==> src/design/psc_pkg.sv <==
package psc_pkg;

  // Configuration register indexes.
  localparam logic [2:0] RegCrcWord     = 3'd0;
  localparam logic [2:0] RegSensCoeff   = 3'd1;
  localparam logic [2:0] RegOffsetCoeff = 3'd2;
  localparam logic [2:0] RegSensTemp    = 3'd3;
  localparam logic [2:0] RegOffsetTemp  = 3'd4;
  localparam logic [2:0] RegRefTemp     = 3'd5;
  localparam logic [2:0] RegTempSlope   = 3'd6;
  localparam logic [2:0] RegThreshold   = 3'd7;

  localparam int NumWords    = 7;
  localparam int WordW       = 16;
  localparam int ThrW        = 30;
  localparam int CfgIdxW     = 3;
  localparam int RawW        = 24;
  localparam int TempW       = 19;
  localparam int PressW      = 31;
  localparam int InDataW     = 48;
  localparam int OutDataW    = 56;
  localparam int NumStages   = 11;

  localparam int TempBase    = 2000;
  localparam int VeryColdOfs = 1500 + TempBase;
  localparam longint PressMax = 64'sd1073741823;
  localparam longint PressMin = -64'sd1073741824;

  localparam logic [15:0] CrcPoly     = 16'h3000;
  localparam logic [15:0] CrcDataMask = 16'h0FFF;
  localparam logic [15:0] CrcMsb      = 16'h8000;

  typedef logic [NumWords-1:0][WordW-1:0] prom_words_t;

  typedef struct packed {
    logic busy;
    logic bad;
  } crc_status_t;

  // One byte through the CRC-4 shift register, eight steps.
  function automatic logic [15:0] crc4_byte(input logic [15:0] rem_in);
    logic [15:0] rem;
    rem = rem_in;
    for (int b = 0; b < 8; b++) begin
      if ((rem & CrcMsb) != 16'h0000) begin
        rem = {rem[14:0], 1'b0} ^ CrcPoly;
      end else begin
        rem = {rem[14:0], 1'b0};
      end
    end
    return rem;
  endfunction

endpackage

==> src/design/psc_crc.sv <==
module psc_crc (
  input  logic                        clk_i,
  input  logic                        rst_ni,
  input  logic                        start_i,
  input  psc_pkg::prom_words_t        words_i,
  output psc_pkg::crc_status_t        status_o
);

  logic [3:0]  cnt_q, cnt_d;
  logic [15:0] rem_q, rem_d;
  logic        busy_q, busy_d;
  logic        bad_q, bad_d;
  logic [15:0] word;
  logic [7:0]  data_byte;

  // The eighth word position is a zero pad; word zero loses its CRC nibble.
  always_comb begin
    word = 16'h0000;
    if (cnt_q[3:1] != 3'd7) begin
      word = words_i[cnt_q[3:1]];
    end
    if (cnt_q[3:1] == 3'd0) begin
      word = word & psc_pkg::CrcDataMask;
    end
    data_byte = cnt_q[0] ? word[7:0] : word[15:8];
  end

  always_comb begin
    cnt_d  = cnt_q;
    rem_d  = rem_q;
    busy_d = busy_q;
    bad_d  = bad_q;
    if (start_i) begin
      cnt_d  = 4'd0;
      rem_d  = 16'h0000;
      busy_d = 1'b1;
    end else if (busy_q) begin
      rem_d = psc_pkg::crc4_byte(rem_q ^ {8'h00, data_byte});
      cnt_d = cnt_q + 4'd1;
      if (cnt_q == 4'd15) begin
        busy_d = 1'b0;
        bad_d  = rem_d[15:12] != words_i[0][15:12];
      end
    end
  end

  always_ff @(posedge clk_i or negedge rst_ni) begin
    if (!rst_ni) begin
      cnt_q  <= 4'd0;
      rem_q  <= 16'h0000;
      busy_q <= 1'b0;
      bad_q  <= 1'b0;
    end else begin
      cnt_q  <= cnt_d;
      rem_q  <= rem_d;
      busy_q <= busy_d;
      bad_q  <= bad_d;
    end
  end

  assign status_o.busy = busy_q;
  assign status_o.bad  = bad_q;

endmodule

==> config.mk <==
export PLATFORM = sky130hd
export DESIGN_NAME = psc_crc
export DESIGN_NICKNAME = d
export VERILOG_FILES = /design/src/design/psc_pkg.sv /design/src/design/psc_crc.sv
export SDC_FILE = /design/constraint.sdc
export NUM_CORES = 1
export LEC_CHECK = 0
export BUFFER_PORTS_ARGS = -buffer_cell sky130_fd_sc_hd__buf_2
export CORE_ASPECT_RATIO = 0.6
export CORE_MARGIN = 3
export CORE_UTILIZATION = 47
export DETAILED_ROUTE_END_ITERATION = 10
export PLACE_DENSITY_LB_ADDON = 0.12
export SLEW_MARGIN = 20
export SYNTH_ARGS = -nofsm -noshare
export SYNTH_HDL_FRONTEND = slang
export SYNTH_SLANG_ARGS = --single-unit
==> constraint.sdc <==
create_clock -name clk_i -period 3.8 [get_ports clk_i]
set_input_delay 0.76 -clock clk_i [delete_from_list [all_inputs] [get_ports clk_i]]
set_output_delay 0.76 -clock clk_i [all_outputs]
set_load 0.01 [all_outputs]
Word-level counts from Yosys, hierarchy flattened. Cells that the tools add are included.

Output and inout port bits: 2. Register bits after elaboration: 22. Input port bits: 115. Word-level logic and storage cells: 58.

Reductions and logical operators: 3. Bitwise operators: 10. Mux-type cells: 36. $lt $le $gt $ge: 1. Add/subtract/negate cells: 1. Equal/unequal tests: 3.

Operators by type and width (number): 16-bit two-way mux (21); 14-bit two-way mux (8); 16-bit binary-select mux with 3-bit select (1); 2-bit NOT (8); 16-bit by 8-bit XOR with 16-bit output (1); 4-bit two-way mux (2); 8-bit two-way mux (1); 4-bit by 1-bit adder with 4-bit output (second input constant) (1); 4-bit == test (second input constant) (1); 3-bit by 4-bit less-than comparator with 1-bit output (second input constant) (1); 4-bit != test (1); 3-bit zero test (1); 1-bit two-way mux (3); 3-bit != test (second input constant) (1); 3-bit AND reduction (1); 2-bit nonzero test (1); 1-bit NOT (1).

Longest topological paths before layout.
Word-level depth: 40. Mapped depth: 9. Depth with buffers taken out: 7.

Least setup slack after synthesis. OpenSTA, ideal clock, no wires.

Path kind: input-to-reg. Start point: input port words_i[23] (netlist name). End point: register bad_q. Arrival: 2.076 ns. Slack: 1.642 ns. Data required time: 3.718 ns. Path buffers: 0. Cell stages on the path: 6. Setup time: 0.082 ns. Path through: mux4_1 -> a22oi_1 -> o21ai_1 -> xor3_1 -> and3_1 -> a31oi_1.

Cells in the longest elaborated chain, start to end: 31.

Ends and longest elaborated chain: start, declared (RTL line psc_crc.sv:5) `input psc_pkg::prom_words_t words_i,`; 16-bit binary-select mux with 3-bit select * (RTL line psc_crc.sv:20) `word = words_i[cnt_q[3:1]];`; 16-bit two-way mux (not written as such) * (RTL line psc_crc.sv:20); 16-bit two-way mux * (RTL line psc_crc.sv:19) `if (cnt_q[3:1] != 3'd7) begin`; 16-bit two-way mux * (RTL line psc_crc.sv:22) `if (cnt_q[3:1] == 3'd0) begin`; 8-bit two-way mux * (RTL line psc_crc.sv:25) `data_byte = cnt_q[0] ? word[7:0] : word[15:8];`; 16-bit by 8-bit XOR with 16-bit output * (RTL line psc_crc.sv:38) `rem_d = psc_pkg::crc4_byte(rem_q ^ {8'h00, data_byte});`; 14-bit two-way mux * (RTL line psc_pkg.sv:45) `if ((rem & CrcMsb) != 16'h0000) begin`; 16-bit two-way mux * (RTL line psc_crc.sv:37) `end else if (busy_q) begin`; (+15 left out); 14-bit two-way mux * (RTL line psc_pkg.sv:45); 16-bit two-way mux * (RTL line psc_crc.sv:37); 16-bit two-way mux * (RTL line psc_crc.sv:33) `if (start_i) begin`; 16-bit two-way mux * (RTL line psc_crc.sv:37); 16-bit two-way mux * (RTL line psc_crc.sv:33); 16-bit two-way mux * (RTL line psc_crc.sv:37); 16-bit two-way mux * (RTL line psc_crc.sv:33); 4-bit != test * (RTL line psc_crc.sv:42) `bad_d = rem_d[15:12] != words_i[0][15:12];`; end signal, assigned (RTL line psc_crc.sv:52) `bad_q <= 1'b0;`; end signal, assigned (RTL line psc_crc.sv:57) `bad_q <= bad_d;`; end, declared (RTL line psc_crc.sv:12) `logic bad_q, bad_d;`.

Every way passes the cells marked *; elsewhere a longest branch is shown, timed or not. The select of a mux whose other input is x is not followed. A chain may end at the register's enable or synchronous reset.

Final worst setup path.
Start point: register cnt_q[1]. End point: register bad_q.

Cells in the longest elaborated chain, start to end: 33.

Ends and longest elaborated chain: start, declared (RTL line psc_crc.sv:9) `logic [3:0] cnt_q, cnt_d;`; start signal, assigned (RTL line psc_crc.sv:54) `cnt_q <= cnt_d;`; 16-bit binary-select mux with 3-bit select (RTL line psc_crc.sv:20); 16-bit two-way mux (not written as such) (RTL line psc_crc.sv:20); 16-bit two-way mux (RTL line psc_crc.sv:19); 16-bit two-way mux (RTL line psc_crc.sv:22); 8-bit two-way mux (RTL line psc_crc.sv:25); 16-bit by 8-bit XOR with 16-bit output (RTL line psc_crc.sv:38); 14-bit two-way mux (RTL line psc_pkg.sv:45); 16-bit two-way mux (RTL line psc_crc.sv:37); (+17 left out); 14-bit two-way mux (RTL line psc_pkg.sv:45); 16-bit two-way mux (RTL line psc_crc.sv:37); 16-bit two-way mux (RTL line psc_crc.sv:33); 2-bit NOT (no source line); 14-bit two-way mux (RTL line psc_pkg.sv:45); 16-bit two-way mux (RTL line psc_crc.sv:37); 16-bit two-way mux (RTL line psc_crc.sv:33); 4-bit != test (RTL line psc_crc.sv:42).

Parallel ways exist; a longest one is shown, timed or not. The select of a mux whose other input is x is not followed.

==> reports/metrics.csv <==
stage,metric,value,unit
critical_path,CP Cell Sequence,"buf_4, and2b_4, o2bb2ai_1, o21ai_0, o32a_2, xnor3_1, and3_1, a31oi_1",
drt,"antenna viol nets, final",0,
drt,Vias/cell,5.51,
run_status,status,finished clean,
critical_path,worst reg2reg startpoint,cnt_q[1],
synthesis,Yosys warnings,0,
global_route,GRT Util Overall,0.213,
critical_path,Crit Path Max Fanout,27,
synthesis,post-synth net total,306,
power_and_ir_drop,clock group share of total power,0.165,
clock_network,clock tree from TritonCTS,built,
clock_network,clk sinks,14,
clock_network,"Clk Latency, worst-skew pair",0.25,ns
global_route,vias in the first global route,1718,
critical_path,Setup CP Type,flip-flop to flip-flop,
final_layout,most frequent cells in the layout,"buf_2, nor2_1, mux2i_1",
floorplan,Core Region,0.00374,mm²
final_layout,share of layout cells above drive strength 1,0.463,
sta,TNS Setup,0,ns
power_and_ir_drop,Psw,0.000331,W
power_and_ir_drop,sequential share of power,0.242,
synthesis,"Seq/Total Area, Yosys",0.188,
sta,Slew Limit Fails,0,
drt,DR iter-0 viols,67,
run,Max-Cap Viols,0,
critical_path,Worst setup EP type,flip-flop,
final_layout,Nets,413,
global_route,total global routing overflow,0,
sta,Fin Clk Skew,0.00168,ns
floorplan,row cnt,17,
sta,relative slew slack,0.509,
power_and_ir_drop,Int Pwr,0.000575,W
synthesis,"EDFF count, synth",0,
global_route,first-pass GRT wire length,7.70,mm
floorplan,Initial Util,0.498,
drt,via count,1889,
sta,RSZ-0062 raised after global routing,false,
floorplan,DIE HEIGHT,54.8,µm
clock_network,Clock Tree Root,clkbuf_8,
synthesis,Mapped Cells,190,
clock_network,Post-CTS Hold Buffers,0,
critical_path,CP Launch Type,flip-flop,
power_and_ir_drop,Worst IR Drop VDD,330,µV
final_layout,Non-Filler Instances,343,
clock_network,htree depth,1,
placed_design,Final GP Congestion,0.881,
clock_network,cells resized by post-CTS repair,0,
power_and_ir_drop,combinational share of power,0.593,
placed_design,PortBufs,116,
synthesis,asr flop ratio synth,1.00,
global_route,initial antenna violation count,0,
drt,top layer in use,met4,
synthesis,Post-Syn Area per Cell,9.81,µm²
worst_hold_path,HP Class,input port to async pin,
drt,DRT Pass-1 Iters,4,
power_and_ir_drop,leak pwr,1.19,nW
placed_design,cell count after placement,339,
critical_path,Critical Path Source,cnt_q[1],
floorplan,I/O pin count,117,
synthesis,Mapped Area,0.00186,mm²
synthesis,post-synthesis cell type count,48,
sta,final hold vios,0,
power_and_ir_drop,sw frac,0.365,
critical_path,RR Endpoint,bad_q,
critical_path,cells on worst reg2reg path,8,
critical_path,stages on the worst setup path,8,
final_layout,"commonest non-fill, non-tap cell in the layout",buf_2,
final_layout,Layout Area Growth over Synthesis,32.0,%
clock_network,CTS Buffer Depth,2,
critical_path,"setup slack, reg-to-reg",1.27,ns
drt,drt total wl,5.12,mm
drt,Metal-1 WL,2.17,mm
clock_network,Post-CTS Setup Inserts,0,
critical_path,Worst path slowest cell,dfrtp_1,
sta,actual slew at the worst max-slew pin,0.736,ns
synthesis,Synth Flop Type,dfrtp_1,
drt,met3 WL,426,µm
critical_path,crit-path leading delay family,flip-flops,
critical_path,arrival time worst endpoint,2.71,ns
sta,minimum clock period,2.53,ns
drt,DRC violations left,0,
clock_network,cts bufs inserted,3,
critical_path,Required @ worst endpoint,3.98,ns
sta,Final setup viols,0,
sta,fin crit share,0.667,
floorplan,Die Area,0.00478,mm²
placed_design,post-detail-place hpwl,4.16,mm
critical_path,worst stage delay on the critical path,0.68,ns
global_route,pin count of the biggest net entering global routing,40,
power_and_ir_drop,pwr dens,368,mW/mm²
clock_network,clk slew on worst S/H paths,0.06,ns
critical_path,worst setup path endpoint,bad_q,
drt,total length of routed met2 wires,2.46,mm
floorplan,die width,87.3,µm
synthesis,Yosys reg bits,14,
critical_path,Crit path buffers/inverters,1,
sta,Max Clk Rate,0.395,GHz
final_layout,Antenna diodes,0,
drt,Wirelength per Cell,14.9,µm
[layout make-up]
cell class                      instances  area (µm²)
Clock buffer                            4        55.1
Timing Repair Buffer                  118         596
Multi-Input combinational cell        155        1380
Fill cell                             318        1280
Sequential cell                        14         352
Inverter                                5        18.8
Tap cell                               47        58.8
[registers in the layout, indices dropped and copies added, names as in the netlist]
register / count
bad_q: 1
cnt_q: 4
rem_q: 8
busy_q: 1
[cells by family (layout without fill, tap and decap cells)]
family / count (synthesis) / after routing / synth area share
and+or+nand+nor: 54 / 54 / 0.140
muxes: 31 / 31 / 0.282
AOI/OAI and AO/OA: 44 / 44 / 0.171
DFF: 14 / 14 / 0.188
adders and majority gates: 1 / 1 / 0.00671
xor gates and xnor gates: 25 / 25 / 0.140
buffers and inverters: 21 / 127 / 0.0719
[metrics by stage]
step	setup WS, ns	area (µm²)	utilization	power (W)	hold WS [ns]
4_1_cts	1.24	2460	0.657	0.000913	0.399
3_5_place_dp	1.26	2400	0.642	0.000756	0.526
3_3_place_gp	1.27	2400	0.642	0.000749	0.525
5_1_grt	1.01	2460	0.657	0.000970	0.409
2_1_floorplan	1.64	1860	-	0.000634	0.464
6_report	1.27	2460	0.657	0.000906	0.393
[power groups by stage]
stage / combinational (W) / sequential [W] / clock (W)
after floorplan: 0.000434 / 0.000200 / 0
after global placement: 0.000527 / 0.000222 / 0
after detailed placement: 0.000534 / 0.000222 / 0
after CTS: 0.000540 / 0.000219 / 0.000154
after global routing: 0.000585 / 0.000224 / 0.000161
final: 0.000537 / 0.000219 / 0.000149
[cell usage after synthesis, types with 4 or more instances]
cell type | number | share of area
buf_2 | 5 | 0.013
dfrtp_1 | 14 | 0.19
a22o_1 | 4 | 0.019
nand2_1 | 13 | 0.026
nor2_1 | 18 | 0.036
mux2i_1 | 15 | 0.081
mux4_1 | 7 | 0.099
xor2_1 | 8 | 0.038
a21oi_1 | 5 | 0.013
xnor2_1 | 14 | 0.066
nor2b_1 | 5 | 0.017
nand3_1 | 4 | 0.011
inv_1 | 4 | 0.0081
buf_6 | 5 | 0.030
mux4_2 | 8 | 0.097
o21ai_0 | 12 | 0.032
[metal layers]
layer | track usage | up-vias
met5 | 0 | -
met4 | 0.0638 | 0
met3 | 0.0346 | 5
met2 | 0.374 | 79
met1 | 0.274 | 874
li1 | - | 931
[worst min-delay path by stage]
stage,endpoint,startpoint,cells past startpoint,slack (ns)
after CTS,rem_q[12],rst_ni,1,0.40
final,rem_q[12],rst_ni,1,0.39
after detailed placement,rem_q[8],rem_q[8],1,0.53
after global placement,rem_q[8],rem_q[8],1,0.52
after floorplan,bad_q,rst_ni,0,0.46
after global routing,bad_q,rst_ni,1,0.41
(Power assumes the default switching activity.)
